==> src/hw/rtl/swd_pkg.sv <==
// swd_pkg: shared types and constants of the serial wire debug master bit engine
// used by the top, front, queue and back modules of the engine; depends on nothing
`timescale 1ns / 1ps
`default_nettype none

package swd_pkg;

  // command kinds carried by an input item
  typedef enum logic [1:0] {
    KIND_TICK   = 2'd0,
    KIND_XFER   = 2'd1,
    KIND_LRST   = 2'd2,
    KIND_SWITCH = 2'd3
  } kind_e;

  // sequence lengths and the switch pattern
  localparam logic [15:0] SWITCH_PATTERN = 16'hE79E;
  localparam logic [8:0]  SWITCH_BITS    = 9'd16;
  localparam logic [7:0]  REQ_BITS       = 8'd8;
  localparam logic [7:0]  WORD_BITS      = 8'd32;

  // reset value of the line reset length register
  localparam logic [7:0]  LRST_LEN_RESET = 8'd55;

  // default depth of the queue between front and back
  localparam int unsigned CMD_FIFO_DEPTH = 2;

  // register index of the line reset length
  localparam logic REG_LRST_LEN = 1'b0;

  // classified item as it travels from front to back
  typedef struct packed {
    kind_e       kind;
    logic [7:0]  req;
    logic        rnw;
    logic [31:0] wdata;
    logic        wpar;
    logic        line_in;
  } cmd_entry_t;

  // one result item
  typedef struct packed {
    logic        line_out;
    logic        line_drive;
    logic        clock_pulse;
    logic        busy_res;
    logic        done_res;
    logic [2:0]  ack_code;
    logic [31:0] read_word;
    logic        parity_fault;
  } res_t;

endpackage

`default_nettype wire

==> src/hw/rtl/swd_if.sv <==
// swd_cmd_if and swd_res_if: valid/ready channels of the bit engine
// payload widths follow the item fields; no package dependency
`timescale 1ns / 1ps
`default_nettype none

interface swd_cmd_if;
  logic        valid;
  logic        ready;
  logic [1:0]  kind;
  logic        ap_not_dp;
  logic        read_not_write;
  logic [1:0]  reg_addr;
  logic [31:0] write_data;
  logic        line_in;

  modport source (
    output valid, kind, ap_not_dp, read_not_write, reg_addr, write_data, line_in,
    input  ready
  );
  modport sink (
    input  valid, kind, ap_not_dp, read_not_write, reg_addr, write_data, line_in,
    output ready
  );
endinterface

interface swd_res_if;
  logic        valid;
  logic        ready;
  logic        line_out;
  logic        line_drive;
  logic        clock_pulse;
  logic        busy_res;
  logic        done_res;
  logic [2:0]  ack_code;
  logic [31:0] read_word;
  logic        parity_fault;

  modport source (
    output valid, line_out, line_drive, clock_pulse, busy_res, done_res, ack_code,
           read_word, parity_fault,
    input  ready
  );
  modport sink (
    input  valid, line_out, line_drive, clock_pulse, busy_res, done_res, ack_code,
           read_word, parity_fault,
    output ready
  );
endinterface

`default_nettype wire

==> src/hw/rtl/swd_master_bit_engine_core.sv <==
// swd_master_bit_engine_core: top level of the serial wire debug master bit engine
// depends on swd_pkg, swd_if, swd_front, swd_cmd_fifo and swd_back
`timescale 1ns / 1ps
`default_nettype none

// The engine takes one input item per clock while the queue has room and returns
// one result item per input item, in order. A command item (transfer, line reset,
// switch) loads a sequence; each following tick item advances it by one bit period
// on the wire. The front classifies items into a queue of FifoDepth entries and the
// back sequencer steps one entry per clock into a registered result while that
// result register is free or being drained. The result is registered at the edge
// that pops its entry, so an item passes through its queue slot and then the
// result register. Sustained throughput is one item per clock, set by the
// single-step sequencer; while a result is held, the sequencer waits and the
// queue takes up to FifoDepth more items before the input stalls. The line
// reset length register sits at APB address 0 and must only be written while
// no item is in flight.
module swd_master_bit_engine_core #(
  parameter int unsigned FifoDepth = swd_pkg::CMD_FIFO_DEPTH
) (
  input  logic        clk_i,
  input  logic        rst_ni,
  swd_cmd_if.sink     cmd_i,
  swd_res_if.source   res_o,
  input  logic        psel,
  input  logic        penable,
  input  logic        pwrite,
  input  logic [2:0]  paddr,
  input  logic [31:0] pwdata,
  output logic [31:0] prdata,
  output logic        pready
);

  logic [7:0]          lrst_len_val_q;
  logic                wr_valid;
  logic                wr_ready;
  logic                rd_valid;
  logic                rd_pop;
  swd_pkg::cmd_entry_t wr_entry;
  swd_pkg::cmd_entry_t rd_entry;
  logic                cfg_wr;

  // configuration register
  assign pready = 1'b1;
  assign cfg_wr = psel && penable && pwrite && (paddr[2] == swd_pkg::REG_LRST_LEN);
  assign prdata = (paddr[2] == swd_pkg::REG_LRST_LEN) ? {24'd0, lrst_len_val_q} : 32'd0;

  always_ff @(posedge clk_i or negedge rst_ni) begin
    if (!rst_ni) begin
      lrst_len_val_q <= swd_pkg::LRST_LEN_RESET;
    end else begin
      if (cfg_wr) begin
        lrst_len_val_q <= pwdata[7:0];
      end
    end
  end

  swd_front u_front (
    .cmd        (cmd_i),
    .wr_valid_o (wr_valid),
    .wr_ready_i (wr_ready),
    .entry_o    (wr_entry)
  );

  swd_cmd_fifo #(
    .Depth (FifoDepth)
  ) u_fifo (
    .clk_i      (clk_i),
    .rst_ni     (rst_ni),
    .wr_valid_i (wr_valid),
    .wr_ready_o (wr_ready),
    .wr_entry_i (wr_entry),
    .rd_valid_o (rd_valid),
    .rd_pop_i   (rd_pop),
    .rd_entry_o (rd_entry)
  );

  swd_back u_back (
    .clk_i      (clk_i),
    .rst_ni     (rst_ni),
    .lrst_len_i (lrst_len_val_q),
    .rd_valid_i (rd_valid),
    .rd_pop_o   (rd_pop),
    .rd_entry_i (rd_entry),
    .res        (res_o)
  );

endmodule

`default_nettype wire

==> src/hw/rtl/swd_front.sv <==
// swd_front: accepts input items and classifies them into queue entries
// depends on swd_pkg and swd_cmd_if
`timescale 1ns / 1ps
`default_nettype none

module swd_front (
  swd_cmd_if.sink              cmd,
  output logic                 wr_valid_o,
  input  logic                 wr_ready_i,
  output swd_pkg::cmd_entry_t  entry_o
);

  logic a2;
  logic a3;
  logic req_par;

  // request byte fields
  assign a2      = cmd.reg_addr[0];
  assign a3      = cmd.reg_addr[1];
  assign req_par = cmd.ap_not_dp ^ cmd.read_not_write ^ a2 ^ a3;

  // transfer handshake straight into the queue
  assign cmd.ready  = wr_ready_i;
  assign wr_valid_o = cmd.valid;

  // build the entry: request byte lsb first is start, apndp, rnw, a2, a3, parity, stop, park
  always_comb begin
    entry_o.kind    = swd_pkg::kind_e'(cmd.kind);
    entry_o.req     = {1'b1, 1'b0, req_par, a3, a2, cmd.read_not_write, cmd.ap_not_dp, 1'b1};
    entry_o.rnw     = cmd.read_not_write;
    entry_o.wdata   = cmd.write_data;
    entry_o.wpar    = ^cmd.write_data;
    entry_o.line_in = cmd.line_in;
  end

endmodule

`default_nettype wire

==> src/hw/rtl/swd_cmd_fifo.sv <==
// swd_cmd_fifo: short queue of classified items between front and back
// depends on swd_pkg
`timescale 1ns / 1ps
`default_nettype none

module swd_cmd_fifo #(
  parameter int unsigned Depth = swd_pkg::CMD_FIFO_DEPTH
) (
  input  logic                clk_i,
  input  logic                rst_ni,
  input  logic                wr_valid_i,
  output logic                wr_ready_o,
  input  swd_pkg::cmd_entry_t wr_entry_i,
  output logic                rd_valid_o,
  input  logic                rd_pop_i,
  output swd_pkg::cmd_entry_t rd_entry_o
);

  localparam int unsigned PtrW = (Depth > 1) ? $clog2(Depth) : 1;
  localparam int unsigned CntW = $clog2(Depth + 1);
  localparam logic [PtrW-1:0] LastPtr = PtrW'(Depth - 1);
  localparam logic [CntW-1:0] FullCnt = CntW'(Depth);

  swd_pkg::cmd_entry_t slots_q [Depth];
  logic [PtrW-1:0] wr_ptr_q, wr_ptr_d;
  logic [PtrW-1:0] rd_ptr_q, rd_ptr_d;
  logic [CntW-1:0] cnt_q, cnt_d;
  logic            push;
  logic            pop;

  assign wr_ready_o = (cnt_q != FullCnt);
  assign rd_valid_o = (cnt_q != '0);
  assign push       = wr_valid_i && wr_ready_o;
  assign pop        = rd_pop_i && rd_valid_o;
  assign rd_entry_o = slots_q[rd_ptr_q];

  // pointer and fill count update
  always_comb begin
    wr_ptr_d = wr_ptr_q;
    rd_ptr_d = rd_ptr_q;
    cnt_d    = cnt_q;
    if (push) begin
      wr_ptr_d = (wr_ptr_q == LastPtr) ? '0 : wr_ptr_q + 1'b1;
    end
    if (pop) begin
      rd_ptr_d = (rd_ptr_q == LastPtr) ? '0 : rd_ptr_q + 1'b1;
    end
    if (push && !pop) begin
      cnt_d = cnt_q + 1'b1;
    end else if (pop && !push) begin
      cnt_d = cnt_q - 1'b1;
    end
  end

  always_ff @(posedge clk_i or negedge rst_ni) begin
    if (!rst_ni) begin
      wr_ptr_q <= '0;
      rd_ptr_q <= '0;
      cnt_q    <= '0;
    end else begin
      wr_ptr_q <= wr_ptr_d;
      rd_ptr_q <= rd_ptr_d;
      cnt_q    <= cnt_d;
    end
  end

  // entry storage
  always_ff @(posedge clk_i) begin
    if (push) begin
      slots_q[wr_ptr_q] <= wr_entry_i;
    end
  end

endmodule

`default_nettype wire

==> src/hw/rtl/swd_back.sv <==
// swd_back: bit sequencer that carries out queued items and holds the result register
// depends on swd_pkg and swd_res_if
`timescale 1ns / 1ps
`default_nettype none

module swd_back (
  input  logic                clk_i,
  input  logic                rst_ni,
  input  logic [7:0]          lrst_len_i,
  input  logic                rd_valid_i,
  output logic                rd_pop_o,
  input  swd_pkg::cmd_entry_t rd_entry_i,
  swd_res_if.source           res
);

  localparam logic [1:0] MODE_IDLE = 2'd0;
  localparam logic [1:0] MODE_XFER = 2'd1;
  localparam logic [1:0] MODE_LRST = 2'd2;
  localparam logic [1:0] MODE_SWIT = 2'd3;

  logic [1:0]  mode_q, mode_d;
  logic [7:0]  pos_q, pos_d;
  logic [7:0]  req_q, req_d;
  logic [31:0] shift_q, shift_d;
  logic [2:0]  ack_q, ack_d;
  logic        par_q, par_d;
  logic        rflag_q, rflag_d;

  logic        out_valid_q;
  swd_pkg::res_t out_q, out_d;

  logic        drv, lvl, clk_pulse, done;
  logic [8:0]  pos_inc;
  logic [7:0]  off_ack, off_rd, off_wr;
  logic        lin;

  // pop whenever the result register is free or being drained
  assign rd_pop_o = rd_valid_i && (!out_valid_q || res.ready);

  assign pos_inc = {1'b0, pos_q} + 9'd1;
  assign off_ack = pos_q - 8'd9;
  assign off_rd  = pos_q - 8'd12;
  assign off_wr  = pos_q - 8'd13;
  assign lin     = rd_entry_i.line_in;

  // sequence step for one item
  always_comb begin
    mode_d    = mode_q;
    pos_d     = pos_q;
    req_d     = req_q;
    shift_d   = shift_q;
    ack_d     = ack_q;
    par_d     = par_q;
    rflag_d   = rflag_q;
    drv       = 1'b0;
    lvl       = 1'b0;
    clk_pulse = 1'b0;
    done      = 1'b0;
    case (rd_entry_i.kind)
      swd_pkg::KIND_XFER: begin
        pos_d   = '0;
        ack_d   = '0;
        req_d   = rd_entry_i.req;
        rflag_d = rd_entry_i.rnw;
        shift_d = rd_entry_i.rnw ? 32'd0 : rd_entry_i.wdata;
        par_d   = rd_entry_i.rnw ? 1'b0 : rd_entry_i.wpar;
        mode_d  = MODE_XFER;
      end
      swd_pkg::KIND_LRST, swd_pkg::KIND_SWITCH: begin
        pos_d   = '0;
        ack_d   = '0;
        rflag_d = 1'b0;
        shift_d = '0;
        par_d   = 1'b0;
        mode_d  = (rd_entry_i.kind == swd_pkg::KIND_LRST) ? MODE_LRST : MODE_SWIT;
        // zero length line reset ends right away
        if (rd_entry_i.kind == swd_pkg::KIND_LRST && lrst_len_i == 8'd0) begin
          mode_d = MODE_IDLE;
          done   = 1'b1;
        end
      end
      default: begin
        if (mode_q != MODE_IDLE) begin
          clk_pulse = 1'b1;
          pos_d     = pos_inc[7:0];
          case (mode_q)
            MODE_LRST: begin
              drv = 1'b1;
              lvl = 1'b1;
              done = (pos_inc >= {1'b0, lrst_len_i});
            end
            MODE_SWIT: begin
              drv = 1'b1;
              lvl = swd_pkg::SWITCH_PATTERN[pos_q[3:0]];
              done = (pos_inc >= swd_pkg::SWITCH_BITS);
            end
            default: begin
              if (pos_q < swd_pkg::REQ_BITS) begin
                // request phase
                drv = 1'b1;
                lvl = req_q[pos_q[2:0]];
              end else if (pos_q == 8'd8) begin
                // turnaround to target
              end else if (pos_q <= 8'd11) begin
                ack_d[off_ack[1:0]] = ack_q[off_ack[1:0]] | lin;
              end else if (rflag_q) begin
                if (pos_q < 8'd12 + swd_pkg::WORD_BITS) begin
                  shift_d[off_rd[4:0]] = shift_q[off_rd[4:0]] | lin;
                  par_d = par_q ^ lin;
                end else if (pos_q == 8'd44) begin
                  par_d = par_q ^ lin;
                end else begin
                  done = 1'b1;
                end
              end else begin
                if (pos_q == 8'd12) begin
                  // turnaround back to master
                end else if (pos_q < 8'd13 + swd_pkg::WORD_BITS) begin
                  drv = 1'b1;
                  lvl = shift_q[off_wr[4:0]];
                end else if (pos_q == 8'd45) begin
                  drv = 1'b1;
                  lvl = par_q;
                end else begin
                  drv  = 1'b1;
                  done = 1'b1;
                end
              end
            end
          endcase
          if (done) begin
            mode_d = MODE_IDLE;
          end
        end
      end
    endcase
  end

  // result fields seen after the step
  always_comb begin
    out_d.line_out     = lvl;
    out_d.line_drive   = drv;
    out_d.clock_pulse  = clk_pulse;
    out_d.busy_res     = (mode_d != MODE_IDLE);
    out_d.done_res     = done;
    out_d.ack_code     = ack_d;
    out_d.read_word    = rflag_d ? shift_d : 32'd0;
    out_d.parity_fault = rflag_d && (pos_d >= 8'd45) && par_d;
  end

  // sequencer state and result valid
  always_ff @(posedge clk_i or negedge rst_ni) begin
    if (!rst_ni) begin
      mode_q      <= MODE_IDLE;
      pos_q       <= '0;
      req_q       <= '0;
      shift_q     <= '0;
      ack_q       <= '0;
      par_q       <= 1'b0;
      rflag_q     <= 1'b0;
      out_valid_q <= 1'b0;
    end else begin
      if (rd_pop_o) begin
        mode_q  <= mode_d;
        pos_q   <= pos_d;
        req_q   <= req_d;
        shift_q <= shift_d;
        ack_q   <= ack_d;
        par_q   <= par_d;
        rflag_q <= rflag_d;
      end
      if (rd_pop_o) begin
        out_valid_q <= 1'b1;
      end else if (res.ready) begin
        out_valid_q <= 1'b0;
      end
    end
  end

  // result payload register
  always_ff @(posedge clk_i) begin
    if (rd_pop_o) begin
      out_q <= out_d;
    end
  end

  assign res.valid        = out_valid_q;
  assign res.line_out     = out_q.line_out;
  assign res.line_drive   = out_q.line_drive;
  assign res.clock_pulse  = out_q.clock_pulse;
  assign res.busy_res     = out_q.busy_res;
  assign res.done_res     = out_q.done_res;
  assign res.ack_code     = out_q.ack_code;
  assign res.read_word    = out_q.read_word;
  assign res.parity_fault = out_q.parity_fault;

endmodule

`default_nettype wire

==> src/flat_wrapper.sv <==
// flat-port wrapper written by rule: the top's interface ports become plain ports
module swd_master_bit_engine_core_flat 
#(
  parameter int unsigned FifoDepth = swd_pkg::CMD_FIFO_DEPTH
)
  (clk_i, rst_ni, psel, penable, pwrite, paddr, pwdata, prdata, pready, cmd_i_valid, cmd_i_kind, cmd_i_ap_not_dp, cmd_i_read_not_write, cmd_i_reg_addr, cmd_i_write_data, cmd_i_line_in, cmd_i_ready, res_o_valid, res_o_line_out, res_o_line_drive, res_o_clock_pulse, res_o_busy_res, res_o_done_res, res_o_ack_code, res_o_read_word, res_o_parity_fault, res_o_ready);
  swd_cmd_if cmd_i_i ();
  swd_res_if res_o_i ();
  input  logic clk_i;
  input  logic rst_ni;
  input  logic psel;
  input  logic penable;
  input  logic pwrite;
  input  logic [2:0] paddr;
  input  logic [31:0] pwdata;
  output logic [31:0] prdata;
  output logic pready;
  input wire logic [$bits(cmd_i_i.valid)-1:0] cmd_i_valid;
  input wire logic [$bits(cmd_i_i.kind)-1:0] cmd_i_kind;
  input wire logic [$bits(cmd_i_i.ap_not_dp)-1:0] cmd_i_ap_not_dp;
  input wire logic [$bits(cmd_i_i.read_not_write)-1:0] cmd_i_read_not_write;
  input wire logic [$bits(cmd_i_i.reg_addr)-1:0] cmd_i_reg_addr;
  input wire logic [$bits(cmd_i_i.write_data)-1:0] cmd_i_write_data;
  input wire logic [$bits(cmd_i_i.line_in)-1:0] cmd_i_line_in;
  output wire logic [$bits(cmd_i_i.ready)-1:0] cmd_i_ready;
  output wire logic [$bits(res_o_i.valid)-1:0] res_o_valid;
  output wire logic [$bits(res_o_i.line_out)-1:0] res_o_line_out;
  output wire logic [$bits(res_o_i.line_drive)-1:0] res_o_line_drive;
  output wire logic [$bits(res_o_i.clock_pulse)-1:0] res_o_clock_pulse;
  output wire logic [$bits(res_o_i.busy_res)-1:0] res_o_busy_res;
  output wire logic [$bits(res_o_i.done_res)-1:0] res_o_done_res;
  output wire logic [$bits(res_o_i.ack_code)-1:0] res_o_ack_code;
  output wire logic [$bits(res_o_i.read_word)-1:0] res_o_read_word;
  output wire logic [$bits(res_o_i.parity_fault)-1:0] res_o_parity_fault;
  input wire logic [$bits(res_o_i.ready)-1:0] res_o_ready;
  assign cmd_i_i.valid = cmd_i_valid;
  assign cmd_i_i.kind = cmd_i_kind;
  assign cmd_i_i.ap_not_dp = cmd_i_ap_not_dp;
  assign cmd_i_i.read_not_write = cmd_i_read_not_write;
  assign cmd_i_i.reg_addr = cmd_i_reg_addr;
  assign cmd_i_i.write_data = cmd_i_write_data;
  assign cmd_i_i.line_in = cmd_i_line_in;
  assign cmd_i_ready = cmd_i_i.ready;
  assign res_o_valid = res_o_i.valid;
  assign res_o_line_out = res_o_i.line_out;
  assign res_o_line_drive = res_o_i.line_drive;
  assign res_o_clock_pulse = res_o_i.clock_pulse;
  assign res_o_busy_res = res_o_i.busy_res;
  assign res_o_done_res = res_o_i.done_res;
  assign res_o_ack_code = res_o_i.ack_code;
  assign res_o_read_word = res_o_i.read_word;
  assign res_o_parity_fault = res_o_i.parity_fault;
  assign res_o_i.ready = res_o_ready;
  swd_master_bit_engine_core #(.FifoDepth(FifoDepth)) u_core (.clk_i(clk_i), .rst_ni(rst_ni), .cmd_i(cmd_i_i), .res_o(res_o_i), .psel(psel), .penable(penable), .pwrite(pwrite), .paddr(paddr), .pwdata(pwdata), .prdata(prdata), .pready(pready));
endmodule
==> config.mk <==
export PLATFORM = sky130hd
export DESIGN_NAME = swd_master_bit_engine_core_flat
export DESIGN_NICKNAME = d
export VERILOG_FILES = /design/src/hw/rtl/swd_pkg.sv /design/src/hw/rtl/swd_if.sv /design/src/hw/rtl/swd_master_bit_engine_core.sv /design/src/hw/rtl/swd_front.sv /design/src/hw/rtl/swd_cmd_fifo.sv /design/src/hw/rtl/swd_back.sv /design/src/flat_wrapper.sv
export SDC_FILE = /design/constraint.sdc
export NUM_CORES = 1
export LEC_CHECK = 0
export BUFFER_PORTS_ARGS = -buffer_cell sky130_fd_sc_hd__buf_2
export CORE_MARGIN = 10
export CORE_UTILIZATION = 58
export CTS_CLUSTER_DIAMETER = 80
export CTS_CLUSTER_SIZE = 10
export DETAILED_ROUTE_END_ITERATION = 8
export MAX_ROUTING_LAYER = met4
export PLACE_DENSITY = 0.81
export SETUP_SLACK_MARGIN = 0.2
export SYNTH_ARGS = -nofsm -noshare
export SYNTH_HDL_FRONTEND = slang
export SYNTH_SLANG_ARGS = --single-unit
==> constraint.sdc <==
create_clock -name clk_i -period 4.4 [get_ports clk_i]
set_input_delay 0 -clock clk_i [delete_from_list [all_inputs] [get_ports clk_i]]
set_output_delay 0 -clock clk_i [all_outputs]
set_load 0.1 [all_outputs]
==> results of run 1 <==
==> layer usage <==
| layer | GRT usage | vias to the layer above | part of all wire |
|---|---|---|---|
| met2 | 0.3381 | 512 | 0.46 |
| met5 | - | - | 0 |
| met3 | 0.05471 | 75 | 0.11 |
| met4 | 0.06630 | 0 | 0.025 |
| met1 | 0.2915 | 3822 | 0.41 |
| li1 | - | 3648 | - |
==> worst max path at each step <==
stage               slack (ns)                    from  depth (start not counted)                              end
CTS                       1.40  u_core.u_back.pos_q[0]                          8       u_core.u_back.res.line_out
global route              1.12  u_core.u_back.pos_q[2]                          7  u_core.u_back.res.read_word[14]
global placement          1.45  u_core.u_back.pos_q[0]                          8       u_core.u_back.res.line_out
floorplan                 0.73  u_core.u_fifo.cnt_q[0]                          3      u_core.u_fifo.slots_q[0][0]
detailed placement        1.40  u_core.u_back.pos_q[0]                          8       u_core.u_back.res.line_out
finish                    1.35  u_core.u_back.pos_q[0]                          8       u_core.u_back.res.line_out
==> cell usage in the layout, fill, tap and decap left out, types with 5 or more instances in the layout <==
cell type and count:
sky130_fd_sc_hd__ha_1 16, sky130_fd_sc_hd__or3_1 7, sky130_fd_sc_hd__xnor2_1 43, sky130_fd_sc_hd__o21ai_0 63
sky130_fd_sc_hd__nor4_1 8, sky130_fd_sc_hd__and4_1 6, sky130_fd_sc_hd__inv_1 16, sky130_fd_sc_hd__dfrtp_1 60
sky130_fd_sc_hd__nor3_1 20, sky130_fd_sc_hd__xor2_1 9, sky130_fd_sc_hd__buf_4 20, sky130_fd_sc_hd__a32oi_1 24
sky130_fd_sc_hd__mux4_2 11, sky130_fd_sc_hd__a31oi_1 10, sky130_fd_sc_hd__dfstp_2 5, sky130_fd_sc_hd__dlygate4sd3_1 50
sky130_fd_sc_hd__mux2_2 36, sky130_fd_sc_hd__clkbuf_16 17, sky130_fd_sc_hd__nor2_1 55, sky130_fd_sc_hd__nand4_1 15
sky130_fd_sc_hd__edfxtp_1 123, sky130_fd_sc_hd__o31ai_1 20, sky130_fd_sc_hd__a21oi_1 31, sky130_fd_sc_hd__a211oi_1 8
sky130_fd_sc_hd__nor2b_1 13, sky130_fd_sc_hd__o211ai_1 23, sky130_fd_sc_hd__o221a_2 9, sky130_fd_sc_hd__mux2i_1 29
sky130_fd_sc_hd__and3_1 6, sky130_fd_sc_hd__nand3_1 21, sky130_fd_sc_hd__nand2_1 66, sky130_fd_sc_hd__buf_2 105
sky130_fd_sc_hd__inv_8 5, sky130_fd_sc_hd__conb_1 25
==> power by group through the flow <==
stage / registers (W) / clock network, W / logic [W]
detailed placement: 0.00290 / 0 / 0.00329
floorplan: 0.00371 / 0 / 0.00177
global route: 0.00293 / 0.00157 / 0.00356
CTS: 0.00287 / 0.00151 / 0.00335
finish: 0.00289 / 0.00150 / 0.00336
global placement: 0.00287 / 0 / 0.00325
==> registers in the layout (all words and copies together), names as in the netlist, 2 cells and up <==
register and count:
u_core.u_fifo.cnt_q 2, u_core.lrst_len_val_q 8, u_core.u_fifo.slots_q 82, u_core.u_back.res.read_word 32
u_core.u_back.req_q 6, u_core.u_back.pos_q 8, u_core.u_back.ack_q 3, u_core.u_back.mode_q 2
u_core.u_back.res.ack_code 3, u_core.u_back.shift_q 32
==> cells by family after synthesis <==
logic type,Yosys count,share of synthesized area
xor+xnor,53,0.04608
fa+ha+maj,16,0.01955
flops,189,0.5227
compound gates,224,0.1531
buf+inv,97,0.04913
simple gates,238,0.1154
other cells,2,0.0007336
mux,77,0.09325
==> what timing repair did <==
action                                 CTS  global route
endpoints found under the hold margin  151             0
resized for setup                        0             0
hold buffers                            50             0
==> per-stage QoR <==
stage | total power [W] | cell area (µm²) | hold slack (ns) | utilization | worst slack (ns)
floorplan | 0.005481 | 10320 | -0.2956 | - | 0.7258
global placement | 0.006120 | 10860 | 0.1896 | 0.6276 | 1.451
detailed placement | 0.006193 | 10860 | 0.1979 | 0.6276 | 1.402
CTS | 0.007720 | 11930 | 0.2105 | 0.6897 | 1.404
global route | 0.008068 | 11930 | 0.2844 | 0.6897 | 1.123
finish | 0.007754 | 11930 | 0.2492 | 0.6899 | 1.350
==> worst max-delay path, delay by kind of cell, from the launching register on <==
family                   cells  cell delay, ns
flip-flops                   1            0.38
buffers and inverters        1            0.19
XOR/XNOR                     1            0.48
AND/OR/NAND/NOR              2            0.50
AO/OA/AOI/OAI                2            0.25
adder cells (fa/ha/maj)      1            0.41
multiplexers                 1            0.57
==> layout make-up <==
| cell class | instances | area [µm²] |
|---|---|---|
| flip-flops and latches | 189 | 5353 |
| diodes | 1 | 2.502 |
| repair buffers | 175 | 1176 |
| clock buffers | 18 | 429.2 |
| multi-input cells | 633 | 4482 |
| well taps | 225 | 281.5 |
| clock inverters | 14 | 145.1 |
| inverters | 17 | 63.81 |
| fillers | 1248 | 5364 |
==> results by group, run 1 <==
Worst setup path
  • CP Data Required Time: approximately 4.6 ns
  • Critical Path Fanout Max: 8
  • Startpoint Class: register
  • R2R cell count: 8
  • Capture instance of the worst register-to-register path: u_core.u_back.res.line_out
  • Critical path start-end classification: register to register
  • Critical Path End Type: register
  • Data arrival, critical path: between 3 and 4 ns
  • Delay contributed by the slowest stage of the critical path: between 0.5 and 0.6 ns
  • Reg2reg start: u_core.u_back.pos_q[0]
  • Slowest library cell on the worst path: sky130_fd_sc_hd__mux4_2
  • Worst path cell trace: inv_1, ha_1, xor2_2, mux4_2, nand2_1, a311oi_1, nor4_1, o21ai_0
  • Setup slack of the worst register-to-register path: approximately 1.3 ns

Clock network
  • Skew-Pair Late Insertion Delay: between 0.4 and 0.5 ns
  • Buffers from clock root to sink, at most: 2
  • Number of H-tree levels: 4
  • Sinks on the clock net: approximately 190
  • Root buffer cell: sky130_fd_sc_hd__clkbuf_16
  • Clock transition at the registers of the reported paths: about 0.07 ns
  • CTS tree: done
  • Number of post-CTS setup repair buffers: 0
  • TritonCTS Buffers: 17

STA
  • Unrepaired setup endpoints after global routing: false
  • Total setup violations reported at the end of the flow: 0
  • Transition at the pin with the smallest max-transition slack: just over 1 ns
  • Share of the clock period used by the worst path after layout: 0.6933
  • Worst setup skew after layout: between 0.01 and 0.015 ns
  • Number of hold-slack violations in the final timing report: 0
  • Count of final max-slew check failures: 0
  • Max Fclk: 327.8 MHz
  • Total negative slack: 0 ns
  • Relative slew margins: 0.3135
  • Post-layout minimum cycle time: about 3 ns

Worst hold path
  • Worst Hold End: u_core.lrst_len_val_q[4]
  • Startpoint of the worst hold path: pwrite
  • HP Class: input port to register
  • Min-Delay Path Depth: 3

Synth
  • Post-synthesis instance area: 10240 µm²
  • Cell types with the highest counts after synthesis: 123 x sky130_fd_sc_hd__edfxtp_1, 66 x sky130_fd_sc_hd__nand2_1, 64 x sky130_fd_sc_hd__o21ai_0, 61 x sky130_fd_sc_hd__dfrtp_1, 56 x sky130_fd_sc_hd__nor2_1
  • Most common flop cell mapped by yosys: sky130_fd_sc_hd__edfxtp_1
  • Cells taking the most area after synthesis: sky130_fd_sc_hd__edfxtp_1 36%, sky130_fd_sc_hd__dfrtp_1 15%, sky130_fd_sc_hd__mux2_2 4.0%
  • Sequential fraction of the synthesis area: 0.5227
  • Number of synthesized flops with an enable pin: between 100 and 150
  • Share of the synthesized area in the top cell type: 0.3608
  • Gate count after technology mapping: between 800 and 900
  • Library cells used by synthesis: between 60 and 70
  • Mean instance size in the synthesized netlist: 11.43 µm²
  • Share of synthesized flip-flops with an asynchronous set or reset: 0.3492
  • Yosys warning count: 0
  • Count of state elements after synthesis: between 150 and 200
  • Cell with the most instances after synthesis: sky130_fd_sc_hd__edfxtp_1
  • Post-synthesis cell type with the largest combined area: sky130_fd_sc_hd__edfxtp_1

Routing
  • Count of vias placed by the detailed router: ~8.1k
  • Vias per std cell: around 6.3
  • Post-detailed-route wirelength per cell: slightly above 20 µm
  • DRC viols: 0
  • Detailed-router iteration count before antenna repair: 6
  • Count of nets left with antenna violations after detail routing: 0
  • Iter 0 DRT Violations: about 1.2k
  • Routed wire length: 25.91 mm

Finish
  • Layout Nets: ~1.1k
  • Number of non-filler instances in the completed layout: 1272
  • Layout area overhead: 16.56%
  • Layout cell share with drive strength beyond 1: 0.2256

Power
  • Seq pwr share: 0.373
  • Relative contribution of the clock network to total power: 0.193
  • Share of total power in combinational logic: 0.434
  • Power dissipated by switching net loads: approximately 0.0036 W
  • Static power due to leakage: between 4 and 5 nW
  • Cell-internal power: between 0.004 and 0.005 W
  • Switching share of power: 0.4604
  • Pwr Density: roughly 650 nW/µm²
  • Maximum resistive drop on vdd: between 0.0004 and 0.0005 V

GRT
  • Wire length of the first global-routing pass: around 41 mm
  • Number of global-route vias before repair: about 7.7k
  • Tot GR Track Use: 0.2228
  • Aggregate global routing overflow: 0
  • Number of antenna violations at the first check in global routing: 0
  • Largest net degree at the start of global routing: 67

Flow run
  • MaxCap Viol Count: 0

Floorplanning
  • Io pins: between 150 and 200
  • Core ar.: between 15000 and 20000 µm²
  • Number of rows created at floorplan: 48
  • Starting Density: 0.5919
  • Die ar.: around 23000 µm²
  • Die Height: ~150 µm
  • Width of the die: about 150 µm

Placed design
  • Half-perimeter wire length after detailed placement: 17.48 mm
  • DP Cell Count: between 1k and 1.5k
  • Routability Congestion: 0.9500
  • Input/output buffers: around 110

Outcome
  • Status: finished, final reports clean
Note: power is estimated with default switching activity, not from simulation.
==> run 2, diff against run 1 <==
--- a/config.mk
+++ b/config.mk
@@ -7,12 +7,12 @@
 export LEC_CHECK = 0
 export BUFFER_PORTS_ARGS = -buffer_cell sky130_fd_sc_hd__buf_2
 export CORE_MARGIN = 10
-export CORE_UTILIZATION = 58
+export CORE_UTILIZATION = 52
 export CTS_CLUSTER_DIAMETER = 80
 export CTS_CLUSTER_SIZE = 10
 export DETAILED_ROUTE_END_ITERATION = 8
 export MAX_ROUTING_LAYER = met4
-export PLACE_DENSITY = 0.81
+export PLACE_DENSITY = 0.77
 export SETUP_SLACK_MARGIN = 0.2
 export SYNTH_ARGS = -nofsm -noshare
 export SYNTH_HDL_FRONTEND = slang
==> constraint.sdc (replaced) <==
create_clock -name clk_i -period 2.8 [get_ports clk_i]
set_input_delay 0 -clock clk_i [delete_from_list [all_inputs] [get_ports clk_i]]
set_output_delay 0 -clock clk_i [all_outputs]
set_load 0.1 [all_outputs]
==> run 2 against run 1 <==
Maximum frequency increased by 20%. Critical path depth unchanged. Critical path type unchanged. Utilization decreased by 5.0 points. Count of clock-buffer cells in the layout decreased by 1. Design area increased by 4.0%. Via count unchanged.
==> results by group, run 2 (synthesized netlist as in run 1, its figures left out) <==
STA
  • Worst setup skew after layout: between 0.01 and 0.015 ns
  • Number of hold-slack violations in the final timing report: 0
  • Total setup violations reported at the end of the flow: 0
  • Post-layout minimum cycle time: roughly 2.5 ns
  • Total negative slack: 0 ns
  • Relative slew margins: 0.3696
  • Transition at the pin with the smallest max-transition slack: approximately 0.94 ns
  • Share of the clock period used by the worst path after layout: 0.9103
  • Count of final max-slew check failures: 0
  • Unrepaired setup endpoints after global routing: true
  • Max Fclk: a little under 400 MHz
  • Worst path setup slack after routing: between 0.2 and 0.3 ns

Worst setup path
  • Data arrival, critical path: approximately 2.7 ns
  • CP Data Required Time: a little under 3 ns
  • Critical Path End Type: register
  • Critical path start-end classification: register to register
  • Startpoint Class: register
  • Critical Path Fanout Max: 7

Routing
  • Post-detailed-route wirelength per cell: 20.06 µm
  • Routed wire length: roughly 27 mm
  • Count of vias placed by the detailed router: between 8k and 9k
  • Vias per std cell: approximately 6
  • DRC viols: 0
  • Count of nets left with antenna violations after detail routing: 0
  • Detailed-router iteration count before antenna repair: 6
  • Iter 0 DRT Violations: about 800

Finish
  • Commonest cells after routing, fill and taps aside: 123 x sky130_fd_sc_hd__edfxtp_1, 105 x sky130_fd_sc_hd__buf_2, 66 x sky130_fd_sc_hd__nand2_1, 62 x sky130_fd_sc_hd__o21ai_0, 58 x sky130_fd_sc_hd__dfrtp_1
  • Max FFs per register: roughly 80
  • Layout cell share with drive strength beyond 1: 0.2639
  • Layout Nets: about 1.2k
  • Leading cell type in the layout, fill and taps excluded: sky130_fd_sc_hd__edfxtp_1
  • Non-Filler Cell Area, Final: around 12000 µm²
  • Final standard cell utilization of the core: 0.6396
  • Layout area overhead: 21.21%
  • Register with the most flip-flops: u_core.u_fifo.slots_q

Floorplanning
  • Number of rows created at floorplan: roughly 50
  • Core ar.: 19400 µm²
  • Width of the die: between 150 and 200 µm
  • Starting Density: 0.5277
  • Die Height: between 150 and 200 µm
  • Io pins: between 150 and 200
  • Die ar.: about 26000 µm²

GRT
  • Largest net degree at the start of global routing: 43
  • Tot GR Track Use: 0.2135
  • Wire length of the first global-routing pass: 43.25 mm
  • Number of antenna violations at the first check in global routing: 2
  • Number of global-route vias before repair: between 7k and 8k
  • Aggregate global routing overflow: 0

Placed design
  • Routability Congestion: ~0.96
  • Half-perimeter wire length after detailed placement: 19.20 mm
  • Cell area reported after detailed placement: approximately 11000 µm²
  • Worst Setup Slack post-DPL: between 0.15 and 0.2 ns
  • Input/output buffers: between 100 and 150

Flow run
  • MaxCap Viol Count: 0

Clock network
  • Clock transition at the registers of the reported paths: about 0.080 ns
  • Number of H-tree levels: 4
  • Buffers from clock root to sink, at most: 2
  • Skew-Pair Late Insertion Delay: approximately 0.45 ns
  • CTS tree: done
  • Root buffer cell: sky130_fd_sc_hd__clkbuf_16
  • TritonCTS Buffers: 17
  • Sinks on the clock net: 189

Power
  • Maximum resistive drop on vdd: roughly 0.00057 V
  • Static power due to leakage: approximately 4.7 nW
  • Pwr Density: 1016 nW/µm²

Worst hold path
  • HP Class: input port to asynchronous set/reset pin

Outcome
  • Status: finished, final reports clean
-- run 2: layout make-up --
type                            count  area [µm²]
Fill cell                        1488        6990
Sequential cell                   189        5355
Multi-Input combinational cell    633        4541
Timing Repair Buffer              209        1469
Clock buffer                       17       425.4
Tap cell                          265       331.6
Clock inverter                     15       210.2
Inverter                           17       71.32
Antenna cell                        2       5.005
-- run 2: repair_timing --
| item | CTS | global route |
|---|---|---|
| pin swaps | 0 | 3 |
| hold buffers | 50 | 0 |
| resized for setup | 1 | 11 |
| endpoints found under the hold margin | 112 | 0 |
| buffers inserted | 0 | 5 |
| setup endpoints to repair | 1 | 43 |
-- run 2: stage by stage --
step | instances | total power, W | hold slack (ns)
global placement | 1258 | 0.009855 | 0.06570
floorplan | 919 | 0.008696 | -0.2956
global route | 1347 | 0.01317 | 0.1853
finish | 1347 | 0.01260 | 0.1152
CTS | 1340 | 0.01258 | 0.1325
detailed placement | 1258 | 0.009969 | 0.06600
-- run 2: per-layer routing --
metal / GRT usage / up-vias / part of all wire
met1: 0.2818 / 3899 / 0.43
met4: 0.06803 / 0 / 0.020
met2: 0.3232 / 406 / 0.47
met3: 0.04678 / 40 / 0.082
li1: - / 3712 / -
met5: - / - / 0
-- run 2: path summary, 6_finish.rpt --
kind,start,to,slack [ns],depth (start not counted)
max,u_core.u_back.pos_q[0],u_core.u_back.res.line_out,0.25,8
min,rst_ni,u_core.u_fifo.cnt_q[1],0.12,2
max reg2reg,u_core.u_back.pos_q[0],u_core.u_back.res.line_out,0.25,8
min reg2reg,u_core.u_back.req_q[2],u_core.u_back.req_q[2],0.51,2
max in group asynchronous,rst_ni,u_core.u_back.pos_q[0],2.02,3
min in group clk_i,pwrite,u_core.lrst_len_val_q[2],0.22,3
-- run 2: power by group --
part           switching (W)  leakage [nW]  total (W)  internal [W]
combinational        0.00391          2.39    0.00551       0.00161
clock                0.00130         0.302    0.00255       0.00125
sequential          0.000607          2.02    0.00454       0.00394
total                0.00581          4.72     0.0126       0.00680
-- run 2: critical path: stages, from the launching register on --
cell                       delay, ns
sky130_fd_sc_hd__dfrtp_2        0.48
sky130_fd_sc_hd__inv_8          0.10
sky130_fd_sc_hd__ha_4           0.16
sky130_fd_sc_hd__xor2_4         0.29
sky130_fd_sc_hd__mux4_2         0.54
sky130_fd_sc_hd__nand2_1        0.10
sky130_fd_sc_hd__a311oi_1       0.12
sky130_fd_sc_hd__nor4_2         0.33
sky130_fd_sc_hd__o21ai_0        0.16
==> run 3, diff against run 2 <==
==> constraint.sdc (replaced) <==
create_clock -name clk_i -period 2.8 [get_ports clk_i]
set_input_delay 0.56 -clock clk_i [delete_from_list [all_inputs] [get_ports clk_i]]
set_output_delay 0.56 -clock clk_i [all_outputs]
set_load 0.1 [all_outputs]
==> run 3 against run 2 <==
Via count decreased by 1.8%. Count of clock-buffer cells in the layout unchanged. Maximum frequency increased by 2.5%. Clock power increased by 2%. Flip-flop and latch count unchanged. Die area unchanged. Utilization decreased by 2.2 points. Total power increased by 0.40%. Register-to-register slack improved by 0.06 ns. Global-route usage decreased by 0.38 points. Worst setup slack improved by 0.061 ns. Routed wire length decreased by 0.97%.
==> results by group, run 3 (synthesized netlist as in run 1, its figures left out) <==
Finish
  • Commonest cells after routing, fill and taps aside: 123 x sky130_fd_sc_hd__edfxtp_1, 105 x sky130_fd_sc_hd__buf_2, 66 x sky130_fd_sc_hd__nand2_1, 63 x sky130_fd_sc_hd__o21ai_0, 57 x sky130_fd_sc_hd__dfrtp_1
  • Leading cell type in the layout, fill and taps excluded: sky130_fd_sc_hd__edfxtp_1
  • Layout filler cell count: 1550
  • Sequential cell area: around 5400 µm²
  • Layout Nets: 1116
  • Max FFs per register: 82
  • Ant diodes: 0
  • Multi-input combinational cell area: ~4600 µm²
  • Register with the most flip-flops: u_core.u_fifo.slots_q
  • Layout cell share with drive strength beyond 1: 0.2829
  • Layout area overhead: 17.02%

Routing
  • Count of vias placed by the detailed router: slightly below 8k
  • Count of nets left with antenna violations after detail routing: 0
  • Post-detailed-route wirelength per cell: ~21 µm
  • Vias per std cell: 6.100
  • Iter 0 DRT Violations: approximately 900
  • DRC viols: 0
  • Routed wire length: approximately 27 mm
  • Detailed-router iteration count before antenna repair: 5

STA
  • Total negative slack: 0 ns
  • Share of the clock period used by the worst path after layout: 0.8885
  • Number of hold-slack violations in the final timing report: 0
  • Post-layout minimum cycle time: around 2.5 ns
  • Worst setup skew after layout: between 0.01 and 0.015 ns
  • Unrepaired setup endpoints after global routing: true
  • Worst path setup slack after routing: 0.3123 ns
  • Transition at the pin with the smallest max-transition slack: about 0.93 ns
  • Max Fclk: 402.0 MHz
  • Total setup violations reported at the end of the flow: 0
  • Count of final max-slew check failures: 0
  • Relative slew margins: 0.3749

Placed design
  • Half-perimeter wire length after detailed placement: 19.28 mm
  • Input/output buffers: between 100 and 150
  • Routability Congestion: 0.9748
  • Worst Setup Slack post-DPL: 0.1391 ns

Clock network
  • Sinks on the clock net: 189
  • Skew-Pair Late Insertion Delay: around 0.44 ns
  • Buffers from clock root to sink, at most: 2
  • Total of hold buffers inserted after clock tree synthesis: 0
  • CTS tree: done
  • TritonCTS Buffers: 17
  • Number of H-tree levels: 4
  • Clock transition at the registers of the reported paths: 0.08 ns
  • Root buffer cell: sky130_fd_sc_hd__clkbuf_16

Floorplanning
  • Core ar.: 19400 µm²
  • Die ar.: 25700 µm²
  • Io pins: 157
  • Die Height: about 160 µm
  • Starting Density: 0.5277
  • Number of rows created at floorplan: between 50 and 60
  • Width of the die: about 160 µm

Power
  • Pwr Density: 1056 nW/µm²
  • Static power due to leakage: between 4 and 5 nW
  • Maximum resistive drop on vdd: 0.0004942 V

Worst setup path
  • Startpoint Class: register
  • CP Data Required Time: around 3.1 ns
  • Critical Path End Type: register
  • Critical path start-end classification: register to register
  • R2R cell count: 8
  • Critical Path Fanout Max: 13
  • Data arrival, critical path: around 2.8 ns

GRT
  • Number of global-route vias before repair: between 7k and 8k
  • Number of antenna violations at the first check in global routing: 0
  • Met1 GRT Util: 0.2796
  • Wire length of the first global-routing pass: ~43 mm
  • Met3 routing resource usage after global routing: 0.04908
  • Met2 demand-to-capacity share in global routing: 0.3213
  • Layer with the highest usage: met2
  • Largest net degree at the start of global routing: 45
  • Aggregate global routing overflow: 0
  • Tot GR Track Use: 0.2097

Worst hold path
  • HP Class: input port to asynchronous set/reset pin

Outcome
  • Status: finished, final reports clean

Flow run
  • MaxCap Viol Count: 0
## run 3: cell count changes in the layout (fill, tap and decap cells not counted), sizes merged
cell,delta
dlygate4sd3,-50
inv,-4
clkinv,+3
buf,+2
diode,-2
bufinv,+1
## run 3: routing by layer
metal | vias up | share of wire
li1 | 3612 | -
met1 | 3858 | 0.43
met2 | 400 | 0.47
met3 | 42 | 0.087
met4 | 0 | 0.015
met5 | - | 0
## run 3: where the power goes
group          total, W  switching, W  internal (W)
Combinational   0.00554       0.00394       0.00160
Clock           0.00259       0.00126       0.00133
Sequential      0.00453      0.000592       0.00394
## run 3: what timing repair did
action / 4_1_cts / 5_1_grt
gates resized for setup: 6 / 11
buffers inserted: 0 / 3
pin swaps: 0 / 1
endpoints found under the setup margin: 13 / 42
## run 3: metrics by stage
stage	hold WS (ns)	instances	cell area, µm²	total power, W	util
global route	0.1494	1297	11980	0.01321	0.6176
finish	0.1125	1297	11980	0.01266	0.6176
CTS	0.1255	1294	11910	0.01261	0.6141
floorplan	0.2644	919	10400	0.008698	-
detailed placement	0.4847	1262	11230	0.009989	0.5789
global placement	0.4756	1262	11230	0.009873	0.5789
## run 3: worst max-delay path: stages, from the launching register on
cell                       delay, ns
sky130_fd_sc_hd__dfrtp_2        0.45
sky130_fd_sc_hd__buf_6          0.20
sky130_fd_sc_hd__ha_1           0.20
sky130_fd_sc_hd__buf_4          0.15
sky130_fd_sc_hd__and4_1         0.33
sky130_fd_sc_hd__nand4b_1       0.20
sky130_fd_sc_hd__a221oi_1       0.59
sky130_fd_sc_hd__nor2_1         0.08
sky130_fd_sc_hd__a21oi_1        0.14
## run 3: cell type report
cell class | count | share of cell area
Clock buffer | 17 | 0.03551
Tap cell | 265 | 0.02768
Timing Repair Buffer | 161 | 0.08303
Clock inverter | 15 | 0.01932
Inverter | 17 | 0.005953
Multi-Input combinational cell | 633 | 0.3814
Sequential cell | 189 | 0.4471
## run 3: worst paths after layout
check                                  startpoint                            to  slack [ns]
min                                        rst_ni        u_core.u_fifo.cnt_q[1]        0.11
min in group clk_i                  cmd_i_kind[0]  u_core.u_fifo.slots_q[1][40]        0.31
max                        u_core.u_back.pos_q[0]    u_core.u_back.res.busy_res        0.31
min reg2reg                u_core.u_back.req_q[0]        u_core.u_back.req_q[0]        0.50
max in group asynchronous                  rst_ni        u_core.u_back.pos_q[0]        2.03
max reg2reg                u_core.u_back.pos_q[0]    u_core.u_back.res.busy_res        0.31
